### src/design/srss_pkg.sv
`default_nettype none

package srss_pkg;

  // default build figures
  localparam int MAX_RECTS_DEF  = 256;
  localparam int COORD_BITS_DEF = 16;

  // fixed field widths of the stream items
  localparam int FIELD_W   = 16;
  localparam int SLOT_W    = 8;
  localparam int ID_W      = 8;
  localparam int COUNT_W   = 9;
  localparam int CHOSEN_W  = 9;
  localparam int S_TDATA_W = 128;
  localparam int M_TDATA_W = 16;

  // item kinds carried in s_tuser
  localparam logic [0:0] ACT_LOAD  = 1'b0;
  localparam logic [0:0] ACT_QUERY = 1'b1;

  // fitness tiers, higher is better
  localparam logic [1:0] TIER_NARROW = 2'd0;
  localparam logic [1:0] TIER_ONE    = 2'd1;
  localparam logic [1:0] TIER_TWO    = 2'd2;
  localparam logic [1:0] TIER_FULL   = 2'd3;

  typedef enum logic [1:0] {
    ST_CLEAR,
    ST_IDLE,
    ST_SCAN,
    ST_FINISH
  } state_t;

  // verdict on one candidate rectangle
  typedef struct packed {
    logic       fits;
    logic [1:0] tier;
    logic       left;
  } cand_t;

endpackage

`default_nettype wire

### src/design/srss_score.sv
`default_nettype none

module srss_score #(
  parameter int COORD_BITS = srss_pkg::COORD_BITS_DEF
) (
  input  wire logic signed [COORD_BITS+1:0] gap_w,
  input  wire logic signed [COORD_BITS:0]   gap_lr,
  input  wire logic signed [COORD_BITS:0]   gap_rr,
  input  wire logic        [COORD_BITS-1:0] rect_w,
  input  wire logic        [COORD_BITS-1:0] rect_h,
  output srss_pkg::cand_t                   cand
);
  import srss_pkg::*;

  logic signed [COORD_BITS+1:0] w_ext;
  logic signed [COORD_BITS:0]   h_ext;
  logic                         fill;
  logic                         ml;
  logic                         mr;

  assign w_ext = $signed({2'b00, rect_w});
  assign h_ext = $signed({1'b0, rect_h});
  assign fill  = (gap_w == w_ext);
  assign ml    = (gap_lr == h_ext);
  assign mr    = (gap_rr == h_ext);

  // tier and side; right wall wins the one-sided tier, left wall the two-sided
  always_comb begin
    cand.fits = (gap_w >= w_ext);
    if (fill && ml && mr) begin
      cand.tier = TIER_FULL;
      cand.left = 1'b1;
    end else if (fill && (ml || mr)) begin
      cand.tier = TIER_TWO;
      cand.left = ml;
    end else if (fill || ml || mr) begin
      cand.tier = TIER_ONE;
      cand.left = !mr;
    end else begin
      cand.tier = TIER_NARROW;
      cand.left = 1'b1;
    end
  end

endmodule

`default_nettype wire

### config.mk
export PLATFORM = sky130hd
export DESIGN_NAME = srss_score
export DESIGN_NICKNAME = d
export VERILOG_FILES = /design/src/design/srss_pkg.sv /design/src/design/srss_score.sv
export SDC_FILE = /design/constraint.sdc
export NUM_CORES = 1
export LEC_CHECK = 0
export BUFFER_PORTS_ARGS = -buffer_cell sky130_fd_sc_hd__clkbuf_2
export CAP_MARGIN = 20
export CORE_UTILIZATION = 37
export DETAILED_ROUTE_END_ITERATION = 16
export PLACE_DENSITY_LB_ADDON = 0.05
export SLEW_MARGIN = 25
export SYNTH_ARGS = -nofsm -noshare
export SYNTH_HDL_FRONTEND = slang
export SYNTH_SLANG_ARGS = --single-unit
### constraint.sdc
create_clock -name vclk -period 2.25
set_clock_uncertainty 0.2 [all_clocks]
set_input_delay 0.225 -clock vclk [all_inputs]
set_output_delay 0.225 -clock vclk [all_outputs]
set_load 0.05 [all_outputs]
# After elaboration in Yosys (flattened, before gate mapping)

Cells that the tools add are included.

$add $sub $neg: 0
$mul: 0
Div/mod/pow operators: 0
$lt $le $gt $ge: 1
Equal/unequal tests: 3
Shifts and indexed selects: 0
Muxes and demuxes: 3
Bitwise logic cells: 0
Reduce and logical (&&, ||, !) cells: 7

Operators by type and width:

| cell                                             | number |
|---|---|
| 17-bit equality test                             | 2 |
| 18-bit by 17-bit equality test with 1-bit output | 1 |
| 18-bit by 17-bit >= comparator with 1-bit output | 1 |
| 3-bit two-way mux                                | 2 |
| 1-bit logical AND                                | 3 |
| 1-bit logical OR                                 | 3 |
| 2-bit two-way mux                                | 1 |
| 1-bit logical NOT                                | 1 |

Register bits after elaboration: 0
Latch bits: 0
RAM bits: 0
Bits in read-only memories: 0
Input bits: 84
Output and inout port bits: 4
Word-level logic and storage cells: 14
Memories: 0

# Logic depth before layout (Yosys ltp)

Gate-level depths: netlist (run 1).

Depth after elaboration: 6
Gate-level depth with buffers: 8
Mapped depth without buffers: 8

# Least setup slack after synthesis (run 1)

OpenSTA, ideal clock, no wires.

Path kind: input to output
Start point: input port rect_w[14]
End point: output port cand[0] (netlist bit)
Arrival time: 2,402 ps
Required time: 1,825 ps
Slack: -577 ps
Cell stages on the path: 7
Buffers on the path: 0
Path through: inv_1 -> ha_1 -> nor4bb_1 -> nand2_1 -> nor3_1 -> nand3_1 -> o21ai_0

RTL lines:

| what               | RTL line         | RTL |
|---|---|---|
| start: declaration | srss_score.sv:9  | `input wire logic [COORD_BITS-1:0] rect_w,` |
| end: declaration   | srss_score.sv:11 | `output srss_pkg::cand_t cand` |

==> results of run 1 <==
## metrics by stage
step	power (mW)	instance area (um2)	worst slack (ps)	util [%]	hold slack, ps
3_3_place_gp	0.209	1430	-149	70.8	701
2_1_floorplan	0.101	875	-132	-	559
6_report	0.241	1570	-26.1	77.7	676
4_1_cts	0.230	1520	-42.9	74.9	670
5_1_grt	0.270	1570	-121	77.7	697
3_5_place_dp	0.219	1430	-155	70.8	698
## where the power goes
group | switching [mW] | internal [mW] | leakage [nW] | total, mW
clock network | 0 | 0 | 0 | 0
logic | 0.106 | 0.134 | 0.902 | 0.241
registers | 0 | 0 | 0 | 0
## worst paths after layout
path                  end  slack [ps]  cells past startpoint
setup / recovery  cand[1]         -30                      8
hold / removal    cand[3]         680                      3
## cells in the mapped netlist, drive strengths merged
cell type / instances / area share (%)
mux2i: 1 / 1.2
or4: 1 / 1.4
a21oi: 4 / 2.5
nor2b: 3 / 3.2
nand3: 3 / 1.8
o211a: 1 / 1.2
inv: 16 / 7.4
a211oi: 1 / 0.92
o211ai: 1 / 0.92
xor2: 28 / 30
nand4: 4 / 3.1
nand2: 2 / 0.92
nor4bb: 1 / 1.2
nor4: 5 / 3.8
nor3: 4 / 3.8
nor2: 2 / 0.92
o21ai: 3 / 1.8
xnor2: 5 / 5.4
a21o: 2 / 1.8
ha: 16 / 25
and4: 1 / 1.1
a2111oi: 1 / 1.1
## critical path, cell delays in order
cell     delay, ps
buf_6          100
xor2_2         160
nor4_2         280
nand3_1        120
or4_4          460
xnor2_2        170
mux2i_4        170
buf_12         160
## final cells by class
class	count	area, um2
well taps	27	33.8
multi-input cells	89	875
repair buffers	97	591
fillers	157	450
inverters	16	72.6
## placed cells by master, fill, tap and decap left out, types with 2 or more instances in the layout
| cell type | n |
|---|---|
| xor2_1 | 27 |
| nor4_1 | 2 |
| a21o_1 | 2 |
| ha_4 | 2 |
| buf_4 | 8 |
| ha_1 | 14 |
| a21oi_1 | 4 |
| nand4_1 | 4 |
| nand3_1 | 2 |
| nor3_4 | 2 |
| inv_1 | 14 |
| buf_12 | 2 |
| clkbuf_8 | 2 |
| nor3_1 | 2 |
| nor2b_1 | 2 |
| xnor2_1 | 4 |
| clkbuf_2 | 79 |
| buf_6 | 4 |
| nor4_2 | 3 |
## cell families after synthesis
family | count (synthesis) | synth area share (%)
buf+inv | 16 | 7.35
fa+ha+maj | 16 | 24.5
xor+xnor | 33 | 35.4
compound gates | 13 | 10.3
mux | 1 | 1.23
simple gates | 26 | 21.3
## per-layer routing
layer | routed length, um | GRT usage, %
met5 | 0 | 0
met4 | 0 | 0.980
met3 | 152 | 2.49
met2 | 1450 | 45.6
met1 | 863 | 19.8
## timing repair
item,CTS,global route
resized for setup,13,14
endpoints found under the setup margin,4,4
setup buffers,3,0
pin swaps,10,9
hold buffers,0,0
==> load_flow_metrics.sql, run 1 <==
INSERT INTO impl_metrics (metric_group, metric, value, unit) VALUES
('route', 'dr_total_vias', '1064', ''),
('global_route', 'antenna_found_initial', '0', ''),
('sta', 'worst_slew_pin_slew', '304', 'ps'),
('global_route', 'grt_pass1_wl', '3960', 'um'),
('layout', 'register_area', '0', 'um2'),
('sta', 'final_min_period_over_clock_period', '101', '%'),
('floorplan', 'initial_core_util', '40.4', '%'),
('route', 'drcViolationCount', '0', ''),
('placed_design', 'post-place-cells', '227', ''),
('sta', 'totalNegativeSetupSlack', '-26.1', 'ps'),
('power_and_ir_drop', 'peakVddDrop', '0.112', 'mV'),
('min_path', 'min_from', 'gap_w[17]', ''),
('floorplan', 'placement_row_count', '16', ''),
('route', 'vias_per_cell', '4.65', ''),
('sta', 'relSlewSlack', '79.7', '%'),
('route', 'detail_route.wirelength', '2460', 'um'),
('layout', 'final_nets', '304', ''),
('setup_path', 'critPathRequiredTime', '1820', 'ps'),
('route', 'final_antenna_net_count', '0', ''),
('layout', 'layout-area-overhead-vs-synth', '92.3', '%'),
('sta', 'endpoints_failing_hold', '0', ''),
('sta', 'rsz0062_at_grt', 'yes', ''),
('setup_path', 'critical_path_arrival', '1850', 'ps'),
('global_route', 'first_global_vias', '1043', ''),
('global_route', 'grt_start_max_net_pins', '5', ''),
('run_status', 'run_status', 'finished, violations left', ''),
('sta', 'drv_slew', '0', ''),
('floorplan', 'area_of_the_die', '2400', 'um2'),
('sta', 'final_period_minus_worst_setup_slack', '2280', 'ps'),
('synthesis', 'number_of_instances_in_the_synthesized_netlist', '105', ''),
('sta', 'setup_slack', '-26.1', 'ps'),
('route', 'route.detailed.wl_per_inst', '10.8', 'um'),
('sta', 'timing.final.setup_violations', '1', ''),
('synthesis', 'synth.distinct_cells', '24', ''),
('floorplan', 'chipHeight', '49.0', 'um'),
('synthesis', 'postSynthNetCount', '205', ''),
('layout', 'n_antenna_cell', '0', ''),
('placed_design', 'placement.io_buffers', '88', ''),
('synthesis', 'synth-warning-count', '0', ''),
('global_route', 'overall_overflow_remaining_after_global_route', '0', ''),
('job', 'maxCapViolCount', '0', ''),
('layout', 'nClkBuffers', '0', ''),
('synthesis', 'seq_area_frac_synth', '0', '%'),
('setup_path', 'critPathKind', 'primary input to output port', ''),
('synthesis', 'synthesis.area', '817', 'um2'),
('power_and_ir_drop', 'pwr_density_cell', '153', 'nW/um2'),
('global_route', 'global_route.usage.total', '20.4', '%'),
('route', 'initialDrtViolationCount', '3', ''),
('layout', 'share_of_final_layout_standard_cells_stronger_than_drive_strength_1', '57.9', '%'),
('power_and_ir_drop', 'static_power_due_to_leakage', '0.902', 'nW'),
('placed_design', 'detailed_place_hpwl', '2260', 'um'),
('floorplan', 'io_pins', '88', ''),
('setup_path', 'critical_path.endpoint_type', 'output port', ''),
('synthesis', 'post_synth.cell_area_avg', '7.78', 'um2'),
('layout', 'seq_cell_count', '0', ''),
('min_path', 'worstHoldPathType', 'primary input to output port', ''),
('sta', 'max_clock_freq', '439', 'MHz'),
('setup_path', 'critPathMaxFanout', '3', ''),
('layout', 'stdcell_count', '229', ''),
('setup_path', 'timing.critical_path.from_type', 'primary input', ''),
('floorplan', 'die_width', '49.0', 'um'),
('route', 'firstDrtPassIters', '2', ''),
('floorplan', 'core-area', '2020', 'um2'),
('placed_design', 'place_congestion', '0.749', ''),
('run_status', 'violations', 'setup timing', ''),
('setup_path', 'timing.critical_path.from', 'gap_lr[6]', '');
Power figures use the tool's default switching activity.
==> run 2: changes to the inputs <==
- BUFFER_PORTS_ARGS: -buffer_cell sky130_fd_sc_hd__clkbuf_2 -> not set
- CORE_UTILIZATION: 37 -> 50
- DONT_BUFFER_PORTS: not set -> 1
==> run 2 against run 1 <==
Net effect: critical endpoint unchanged; count of clock-buffer cells in the layout did not move; cell count fell by 45%; non-clock buffer count fell by 93; critical path depth fell by 1; routed wire length fell by 34%; critical path type unchanged; sequential share of layout area did not move; the run now ends clean.
==> load_flow_metrics.sql, run 2 (synthesis results as in run 1) <==
INSERT INTO impl_metrics (metric_group, metric, value, unit) VALUES
('global_route', 'grt_pass1_wl', '2570', 'um'),
('power_and_ir_drop', 'pwr_density_cell', '130', 'nW/um2'),
('route', 'detail_route.wirelength', '1610', 'um'),
('placed_design', 'place_congestion', '0.652', ''),
('floorplan', 'area_of_the_die', '1800', 'um2'),
('floorplan', 'io_pins', '88', ''),
('route', 'dr_total_vias', '732', ''),
('global_route', 'grt_start_max_net_pins', '5', ''),
('sta', 'endpoints_failing_hold', '0', ''),
('layout', 'register_area', '0', 'um2'),
('global_route', 'first_global_vias', '697', ''),
('placed_design', 'detailedPlace.worstSlack', '38.0', 'ps'),
('sta', 'max_clock_freq', '457', 'MHz'),
('route', 'wirelength_met1', '663', 'um'),
('sta', 'final_min_period_over_clock_period', '97.3', '%'),
('min_path', 'worstHoldPathType', 'primary input to output port', ''),
('route', 'initialDrtViolationCount', '3', ''),
('global_route', 'overall_overflow_remaining_after_global_route', '0', ''),
('sta', 'timing.final.setup_violations', '0', ''),
('route', 'route.detailed.wl_per_inst', '12.9', 'um'),
('layout', 'seq_cell_count', '0', ''),
('setup_path', 'critPathKind', 'primary input to output port', ''),
('power_and_ir_drop', 'cellInternalPower', '67.6', 'uW'),
('route', 'vias_per_cell', '5.86', ''),
('sta', 'hold-worst-slack', '506', 'ps'),
('job', 'maxCapViolCount', '0', ''),
('power_and_ir_drop', 'switchingPower', '56.5', 'uW'),
('layout', 'final_nets', '211', ''),
('sta', 'relSlewSlack', '77.4', '%'),
('layout', 'stdcell_count', '125', ''),
('power_and_ir_drop', 'part_of_the_total_power_dissipated_in_combinational_logic', '100.0', '%'),
('route', 'firstDrtPassIters', '2', ''),
('setup_path', 'critPathRequiredTime', '1820', 'ps'),
('floorplan', 'die_width', '42.4', 'um'),
('layout', 'mostFrequentLayoutCell', 'xor2_1', ''),
('placed_design', 'post-place-cells', '125', ''),
('layout', 'nClkBuffers', '0', ''),
('route', 'drcViolationCount', '0', ''),
('sta', 'final_period_minus_worst_setup_slack', '2190', 'ps'),
('sta', 'drv_slew', '0', ''),
('setup_path', 'critical_path_arrival', '1760', 'ps'),
('setup_path', 'timing.critical_path.from_type', 'primary input', ''),
('floorplan', 'chipHeight', '42.4', 'um'),
('sta', 'worst_slew_pin_slew', '335', 'ps'),
('power_and_ir_drop', 'peakVddDrop', '0.0791', 'mV'),
('placed_design', 'placement.io_buffers', '0', ''),
('route', 'wl_met3', '169', 'um'),
('power_and_ir_drop', 'total_power', '124', 'uW'),
('sta', 'totalNegativeSetupSlack', '0', 'ps'),
('layout', 'layout-area-overhead-vs-synth', '17.0', '%'),
('global_route', 'antenna_found_initial', '0', ''),
('route', 'met2_length', '781', 'um'),
('setup_path', 'critPathMaxFanout', '3', ''),
('layout', 'final_cell_mix', 'xor2_1 (28), inv_1 (15), ha_1 (15), nor4_1 (5)', ''),
('placed_design', 'detailed_place_hpwl', '1570', 'um'),
('route', 'dr.max_layer_used', 'met3', ''),
('sta', 'setup_slack', '61.3', 'ps'),
('floorplan', 'core-area', '1520', 'um2'),
('power_and_ir_drop', 'power.clock.fraction', '0', '%'),
('setup_path', 'critical_path.endpoint_type', 'output port', ''),
('clock_tree', 'ctsHoldBuffers', '0', ''),
('power_and_ir_drop', 'seq_power_share', '0', '%'),
('power_and_ir_drop', 'switching_share', '45.5', '%'),
('run_status', 'run_status', 'complete, no violations', ''),
('floorplan', 'placement_row_count', '14', ''),
('global_route', 'global_route.usage.total', '17.2', '%'),
('sta', 'rsz0062_at_grt', 'no', ''),
('route', 'final_antenna_net_count', '0', ''),
('layout', 'share_of_final_layout_standard_cells_stronger_than_drive_strength_1', '13.8', '%'),
('floorplan', 'initial_core_util', '53.6', '%'),
('power_and_ir_drop', 'static_power_due_to_leakage', '0.472', 'nW'),
('layout', 'n_antenna_cell', '0', '');
## run 2: timing repair
action | CTS | global route
gates resized for setup | 0 | 4
endpoints found under the hold margin | 0 | 0
endpoints found under the setup margin | 0 | 3
setup buffers | 0 | 0
## run 2: critical path, stage by stage
cell and delay (ps):
xor2_1 140, nor4_1 310, nand3_1 130, or4_4 470, xnor2_2 160, mux2i_4 170, buf_12 160
## run 2: path summary, 6_finish.rpt
| kind | start | to | cells after the start |
|---|---|---|---|
| setup / recovery | rect_h[9] | cand[1] | 7 |
| hold / removal | gap_w[17] | cand[3] | 2 |
## run 2: power groups by stage
stage	Clock (mW)	Combinational [mW]	Sequential [mW]
detailed placement	0	0.121	0
finish	0	0.124	0
CTS	0	0.122	0
global route	0	0.144	0
global placement	0	0.118	0
floorplan	0	0.101	0
## run 2: final cells by class
| class | count | area, um2 |
|---|---|---|
| fill | 144 | 568 |
| inverter | 16 | 72.6 |
| multi-input combinational | 89 | 821 |
| tap | 16 | 20.0 |
| timing repair buffer | 4 | 42.5 |
## run 2: metal layers
layer | GRT usage (%) | vias up
met5 | 0 | -
met4 | 0 | 0
met3 | 1.72 | 0
met2 | 31.1 | 48
met1 | 23.1 | 308
li1 | - | 376
## run 2: through the flow
stage / util, % / area [um2]
after floorplan: - / 875
after global placement: 61.5 / 937
after detailed placement: 61.5 / 937
after CTS: 61.5 / 937
after global routing: 62.7 / 956
final: 62.7 / 956
==> run 3: changes to the inputs <==
- clock period: 2.25 -> 2.65 ns (I/O delays scaled with it)
==> run 3 against run 2 <==
Net effect: count of clock-buffer cells in the layout unchanged; cell area decreased by 9.3%; via count increased by 1.8%; setup slack improved by 250 ps; sequential share of layout area unchanged; power decreased by 23%; highest routed layer unchanged.
==> load_flow_metrics.sql, run 3 (synthesis results as in run 1) <==
INSERT INTO impl_metrics (metric_group, metric, value, unit) VALUES
('clock_tree', 'cts_setup_buffers', '0', ''),
('power_and_ir_drop', 'total_power', '95.4', 'uW'),
('job', 'maxCapViolCount', '0', ''),
('route', 'final_antenna_net_count', '0', ''),
('floorplan', 'area_of_the_die', '1800', 'um2'),
('global_route', 'first_global_vias', '719', ''),
('placed_design', 'post-place-cells', '125', ''),
('setup_path', 'crit_path_top_delay_cell', 'nor4bb_1', ''),
('setup_path', 'timing.critical_path.from_type', 'primary input', ''),
('setup_path', 'critPathRequiredTime', '2180', 'ps'),
('min_path', 'min_path_cells', '2', ''),
('min_path', 'worstHoldPathType', 'primary input to output port', ''),
('floorplan', 'die_width', '42.4', 'um'),
('route', 'detail_route.wirelength', '1660', 'um'),
('sta', 'final_period_minus_worst_setup_slack', '2340', 'ps'),
('run_status', 'run_status', 'complete, no violations', ''),
('floorplan', 'placement_row_count', '14', ''),
('global_route', 'grt_start_max_net_pins', '5', ''),
('layout', 'layout-area-overhead-vs-synth', '6.13', '%'),
('sta', 'timing.final.setup_violations', '0', ''),
('setup_path', 'critical_path.endpoint_type', 'output port', ''),
('layout', 'mostFrequentLayoutCell', 'xor2_1', ''),
('sta', 'max_clock_freq', '427', 'MHz'),
('setup_path', 'critical-path-max-stage-delay', '320', 'ps'),
('layout', 'share_of_final_layout_standard_cells_stronger_than_drive_strength_1', '6.42', '%'),
('layout', 'n_fill_cell', '155', ''),
('setup_path', 'cp_top_family', 'simple AND/OR/NAND/NOR gates', ''),
('setup_path', 'path_cells', 'inv_1, ha_1, nor4bb_1, nand2_1, nor3_1, nand3_1, mux2i_1, buf_4', ''),
('route', 'route.detailed.wl_per_inst', '13.3', 'um'),
('power_and_ir_drop', 'static_power_due_to_leakage', '0.450', 'nW'),
('power_and_ir_drop', 'peakVddDrop', '0.0652', 'mV'),
('layout', 'final_cell_mix', 'xor2_1 (28), inv_1 (16), ha_1 (16), nor4_1 (5), xnor2_1 (5)', ''),
('power_and_ir_drop', 'pwr_density_cell', '110', 'nW/um2'),
('sta', 'drv_slew', '0', ''),
('placed_design', 'detailedPlace.worstSlack', '305', 'ps'),
('sta', 'relSlewSlack', '62.8', '%'),
('sta', 'totalNegativeSetupSlack', '0', 'ps'),
('setup_path', 'critPathMaxFanout', '4', ''),
('layout', 'multi_input_area', '757', 'um2'),
('route', 'initialDrtViolationCount', '4', ''),
('setup_path', 'critical_path.n_buffers_inverters', '2', ''),
('layout', 'register_area', '0', 'um2'),
('sta', 'endpoints_failing_hold', '0', ''),
('layout', 'n_antenna_cell', '0', ''),
('setup_path', 'stages_on_the_worst_setup_path', '8', ''),
('sta', 'final_min_period_over_clock_period', '88.4', '%'),
('clock_tree', 'ctsResizeCount', '0', ''),
('global_route', 'antenna_found_initial', '0', ''),
('placed_design', 'place_congestion', '0.661', ''),
('sta', 'rsz0062_at_grt', 'no', ''),
('floorplan', 'core-area', '1520', 'um2'),
('global_route', 'overall_overflow_remaining_after_global_route', '0', ''),
('setup_path', 'critical_path_arrival', '1880', 'ps'),
('route', 'dr_total_vias', '745', ''),
('global_route', 'global_route.usage.total', '18.0', '%'),
('layout', 'nClkBuffers', '0', ''),
('route', 'firstDrtPassIters', '4', ''),
('global_route', 'grt_pass1_wl', '2630', 'um'),
('layout', 'stdcell_count', '125', ''),
('floorplan', 'initial_core_util', '53.6', '%'),
('layout', 'final_nets', '211', ''),
('floorplan', 'chipHeight', '42.4', 'um'),
('floorplan', 'io_pins', '88', ''),
('sta', 'setup_slack', '308', 'ps'),
('placed_design', 'detailed_place_hpwl', '1600', 'um'),
('layout', 'seq_cell_count', '0', ''),
('placed_design', 'placement.io_buffers', '0', ''),
('sta', 'worst_slew_pin_slew', '543', 'ps'),
('setup_path', 'critPathKind', 'primary input to output port', ''),
('route', 'vias_per_cell', '5.96', ''),
('clock_tree', 'ctsHoldBuffers', '0', ''),
('route', 'drcViolationCount', '0', '');
run 3: cell counts in the layout (fill, tap and decap cells not counted):
Identical to the previous run, type by type.
run 3: final timing paths:
| kind | endpoint | slack, ps | startpoint |
|---|---|---|---|
| max | cand[1] | 310 | rect_w[14] |
| min | cand[3] | 590 | gap_w[17] |
run 3: area by class of cell:
| cell class | instances | area share, % |
|---|---|---|
| Multi-Input combinational cell | 89 | 87.3 |
| Inverter | 16 | 6.93 |
| Timing Repair Buffer | 4 | 3.46 |
| Tap cell | 16 | 2.31 |
run 3: power breakdown:
part | internal (mW) | switching, mW
clock network | 0 | 0
logic | 0.0505 | 0.0449
registers | 0 | 0
run 3: per-stage QoR:
stage	cell area [um2]	hold WS [ps]	util (%)
final	867	595	56.9
after CTS	867	597	56.9
after global routing	867	604	56.9
after global placement	867	599	56.9
after detailed placement	867	597	56.9
after floorplan	817	652	-
run 3: per-layer routing:
| metal | wire length (um) | share of wire, % | track usage, % |
|---|---|---|---|
| met1 | 610 | 37 | 19.5 |
| met2 | 899 | 54 | 38.2 |
| met3 | 146 | 8.8 | 1.72 |
| met4 | 0 | 0 | 0 |
| met5 | 0 | 0 | 0 |
